--- config.mk ---
export PLATFORM = sky130hd
export DESIGN_NAME = ks01_ctrl
export DESIGN_NICKNAME = d
export VERILOG_FILES = /design/src/rtl/core/knapsack_01_solver_core_defines.svh /design/src/rtl/core/ks01_pkg.sv /design/src/rtl/core/ks01_ctrl.sv
export SDC_FILE = /design/constraint.sdc
export NUM_CORES = 1
export LEC_CHECK = 0
export BUFFER_PORTS_ARGS = -buffer_cell sky130_fd_sc_hd__buf_2
export CAP_MARGIN = 0
export CORE_AREA = 2 2 39 41
export CTS_BUF_LIST = sky130_fd_sc_hd__clkbuf_16
export DETAILED_ROUTE_END_ITERATION = 10
export DIE_AREA = 0 0 41 43
export PLACE_DENSITY = 0.49
export SKIP_LAST_GASP = 1
export SLEW_MARGIN = 30
export SYNTH_ARGS = -nofsm -noshare
export SYNTH_HDL_FRONTEND = slang
export SYNTH_SLANG_ARGS = --single-unit
--- constraint.sdc ---
create_clock -name clk -period 1 [get_ports clk]
set_input_delay 0.2 -clock clk [delete_from_list [all_inputs] [get_ports clk]]
set_output_delay 0.2 -clock clk [all_outputs]
set_load 0.03 [all_outputs]
--- src/rtl/core/knapsack_01_solver_core_defines.svh ---
// Assertion helpers for the knapsack solver core
`ifndef KNAPSACK_01_SOLVER_CORE_DEFINES_SVH
`define KNAPSACK_01_SOLVER_CORE_DEFINES_SVH

// check outside reset
`define KS01_ASSERT(lbl, prop, msg) \
  lbl: assert property (@(posedge clk) disable iff (rst) prop) else $error(msg);

// check that also covers the reset cycles
`define KS01_ASSERT_RST(lbl, prop, msg) \
  lbl: assert property (@(posedge clk) prop) else $error(msg);

`endif

--- src/rtl/core/ks01_pkg.sv ---
package ks01_pkg;

  localparam int DEF_MAX_ITEMS    = 16;
  localparam int DEF_MAX_CAPACITY = 255;

  localparam int CAPREG_W = 8;
  localparam int WEIGHT_W = 8;
  localparam int PROFIT_W = 16;
  localparam int IDX_W    = 5;
  localparam int TOTAL_W  = 20;

  localparam logic [TOTAL_W-1:0] TOTAL_MAX = {TOTAL_W{1'b1}};

  typedef enum logic [2:0] {
    ST_IDLE,
    ST_FILL_LD,
    ST_FILL_CELL,
    ST_FILL_DRAIN,
    ST_TB_INIT,
    ST_TB_CHECK,
    ST_TB_EVAL,
    ST_EMIT
  } state_t;

  typedef struct packed {
    logic load;
    logic fill_init;
    logic item_rd;
    logic col_init;
    logic fill_step;
    logic row_done;
    logic tb_init;
    logic tb_rd;
    logic tb_step;
    logic emit_init;
    logic emit_one;
  } cmd_t;

  typedef struct packed {
    logic cap_zero;
    logic c_one;
    logic row_last;
    logic tb_done;
    logic out_free;
    logic emit_last;
  } status_t;

endpackage

--- src/rtl/core/ks01_ctrl.sv ---
module ks01_ctrl (
  input  logic              clk,
  input  logic              rst,
  input  logic              in_valid,
  input  logic              is_last,
  output logic              in_ready,
  input  ks01_pkg::status_t status,
  output ks01_pkg::cmd_t    cmd
);
  import ks01_pkg::*;

  state_t state;
  state_t state_next;
  logic   accept;

  assign in_ready = (state == ST_IDLE);
  assign accept   = in_valid && in_ready;

  always_ff @(posedge clk) begin
    if (rst) begin
      state <= ST_IDLE;
    end else begin
      state <= state_next;
    end
  end

  always_comb begin
    state_next = state;
    unique case (state)
      ST_IDLE: begin
        if (accept && is_last) begin
          state_next = status.cap_zero ? ST_TB_INIT : ST_FILL_LD;
        end
      end
      ST_FILL_LD: begin
        state_next = ST_FILL_CELL;
      end
      ST_FILL_CELL: begin
        if (status.c_one) begin
          state_next = ST_FILL_DRAIN;
        end
      end
      ST_FILL_DRAIN: begin
        state_next = status.row_last ? ST_TB_INIT : ST_FILL_LD;
      end
      ST_TB_INIT: begin
        state_next = ST_TB_CHECK;
      end
      ST_TB_CHECK: begin
        state_next = status.tb_done ? ST_EMIT : ST_TB_EVAL;
      end
      ST_TB_EVAL: begin
        state_next = ST_TB_CHECK;
      end
      ST_EMIT: begin
        if (status.out_free && status.emit_last) begin
          state_next = ST_IDLE;
        end
      end
      default: begin
        state_next = ST_IDLE;
      end
    endcase
  end

  always_comb begin
    cmd = '0;
    unique case (state)
      ST_IDLE: begin
        cmd.load      = accept;
        cmd.fill_init = accept && is_last;
      end
      ST_FILL_LD: begin
        cmd.item_rd  = 1'b1;
        cmd.col_init = 1'b1;
      end
      ST_FILL_CELL: begin
        cmd.fill_step = 1'b1;
      end
      ST_FILL_DRAIN: begin
        cmd.row_done = 1'b1;
      end
      ST_TB_INIT: begin
        cmd.tb_init = 1'b1;
      end
      ST_TB_CHECK: begin
        cmd.emit_init = status.tb_done;
        cmd.tb_rd     = !status.tb_done;
      end
      ST_TB_EVAL: begin
        cmd.tb_step = 1'b1;
      end
      ST_EMIT: begin
        cmd.emit_one = status.out_free;
      end
      default: begin
        cmd = '0;
      end
    endcase
  end

endmodule

==> out/metrics.yaml <==
hold_buffers: 0
drtIter0Drc: 8
synth_seq_area_share_pct: 19.8
cts-buffers-inserted: 3
fin_util_pct: 57.4
dr.pass1.iters: 4
rows: 14
skew_ns: 0.00257
reg2regPathDepth: 5
cp-start-kind: "flop"
layout.nets: 91
ys_ff_latch: 3
clock_path_buffers: 2
hold_violations: 0
avgViaCountPerCell: 4.61
dieArea_um2: 1760
grt_max_degree: 10
critical_path_class: "reg -> out"
wl_met1_um: 463
clock-sinks: 3
wl_per_cell_um: 11.8
netlist_area_um2: 303
insertedDiodeCount: 0
drt-total-wl_um: 1130
p_per_area_nw_per_um2: 2170
fp.dieH_um: 43
maxSlewViolCount: 0
core-area_um2: 1380
p_clk_share_pct: 36.1
clkTransAtPathRegs_ns: 0.03
reg_top3: "state x3"
hold_class: "in -> reg"
synth_top_area_share_pct: 19.8
ir_worst_vdd_v: 0.00133
top_layer_used: "met3"
final-setup-viol-count: 15
startpoint: "state[1]"
power_frac_comb_pct: 51.2
r2r_setup_slack_ns: -0.26
postLayoutCellArea_um2: 795
synth_top_cell_by_area: "dfxtp_1"
overflow: 0
ys_warn_count: 0
synth_edf_count: 0
synth_fp_nets: 52
worstPathRequired_ns: 0.80
port_buffers: 21
crit_path_end: "cmd[3]"
rsz0062_at_grt: "true"
synthArstFlopShare_pct: 0
ys_top_cells_by_area: "dfxtp_1 (20%), buf_6 (7.4%), o221a_2 (7.4%)"
timing.rr.end: "state[0]"
crit_path_end_kind: "output port"
vias: 443
arrival_ns: 1.21
gp_congestion: 0.799
worst_slew_pin_slew_ns: 0.286
regMostFlops: "state"
dpl-instance-area_um2: 531
syn_avg_cell_area_um2: 7.21
cts.htree.levels: 1
slew_headroom_pct: 80.8
place_ws_ns: -0.286
ys.flop_type: "dfxtp_1"
cts_tree: "yes"
reg2reg_from: "state[0]"
die_w_um: 41
synth.distinct_cells: 22
violations: "setup timing"
largest_register_ffs: 3
status: "finished, violations left"
p_sw_mw: 0.613
antenna_found_initial: 0
clockRootBuffer: "clkbuf_16"
layout_common_cells: "buf_6 (16), buf_4 (12), buf_2 (10)"
drc: 0
areaGrowthSynthToFinish_pct: 162
maxCapViolCount: 0
timing.final.ws_setup_ns: -0.406
wl_met3_um: 73
wl_met2_um: 592
internal_power_mw: 1.11
layout_commonest_cell: "buf_6"
drive_above_1_share_pct: 80.0
start_util_pct: 21.9
track_usage_pct: 14.4
layout_worst_path_cycle_share_pct: 141
grt_pass1_vias: 403
grt_pass1_wl_um: 1750
power_frac_seq_pct: 12.7
whs_ns: 0.193
fmax_ghz: 0.711
dp_hpwl_um: 764
swShare_pct: 35.5
n_fill_cell: 128
total_leakage_power_nw: 0.371
period_minus_slack_ns: 1.41
antenna_left: 0
ios: 22
crit_path_max_fanout: 9
clk_latency_ns: 0.22
synth_cells: 42
-- worst max-delay path, stage by stage (launching register included) --
cell	delay, ns
dfxtp_4	0.39
buf_6	0.15
nor4_4	0.25
buf_4	0.19
-- area by class of cell --
| type | count | area [um2] | area share, % |
|---|---|---|---|
| clock buffer | 3 | 75.1 | 9.45 |
| clock inverter | 1 | 3.75 | 0.472 |
| inverter | 5 | 22.5 | 2.83 |
| multi-input combinational | 30 | 282 | 35.4 |
| sequential | 3 | 71.3 | 8.98 |
| tap | 16 | 20.0 | 2.52 |
| timing repair buffer | 38 | 320 | 40.3 |
-- per-layer routing --
| layer | vias up | track usage [%] |
|---|---|---|
| met5 | - | 0 |
| met4 | 0 | 4.00 |
| met3 | 0 | 4.71 |
| met2 | 16 | 21.6 |
| met1 | 201 | 19.0 |
| li1 | 226 | - |
-- synth_stat cells (all sizes together), types with 2 or more instances --
cell,instances
dfxtp,3
inv,5
buf,4
o21ai,4
nor3,5
o221a,2
a21oi,4
nand2,4
-- what timing repair did --
| item | in CTS | in global routing |
|---|---|---|
| buffers inserted | 3 | 2 |
| hold endpoints to repair | 0 | 0 |
| setup endpoints to repair | 15 | 15 |
| pin swaps | 9 | 3 |
| gates resized for setup | 38 | 7 |
-- power groups by stage --
stage	Combinational, mW	Sequential (mW)	Clock [mW]
4_1_cts	0.827	0.216	0.623
2_1_floorplan	0.482	0.173	0
6_report	0.883	0.219	0.623
5_1_grt	0.943	0.224	0.644
3_3_place_gp	0.666	0.190	0
3_5_place_dp	0.663	0.190	0
-- cell families after synthesis --
logic type / count (synthesis) / synth area share [%]
AND/OR/NAND/NOR: 17 / 32.6
flip-flops: 3 / 19.8
AO/OA/AOI/OAI: 13 / 28.9
buffers and inverters: 9 / 18.6
-- metrics by stage --
stage	TNS, ns	instances	total power [mW]
3_5_place_dp	-2.90	87	0.853
5_1_grt	-5.08	96	1.81
6_report	-4.40	96	1.72
3_3_place_gp	-2.89	87	0.856
2_1_floorplan	-2.93	42	0.655
4_1_cts	-4.44	94	1.66
-- worst min-delay path by stage --
stage | cells after the start | endpoint | slack, ns | startpoint
finish | 2 | state[1] | 0.19 | rst
global placement | 2 | state[1] | 0.41 | rst
detailed placement | 2 | state[1] | 0.40 | rst
global route | 2 | state[1] | 0.20 | rst
floorplan | 1 | state[1] | 0.27 | rst
CTS | 2 | state[1] | 0.16 | rst
Power figures use the tool's default switching activity.
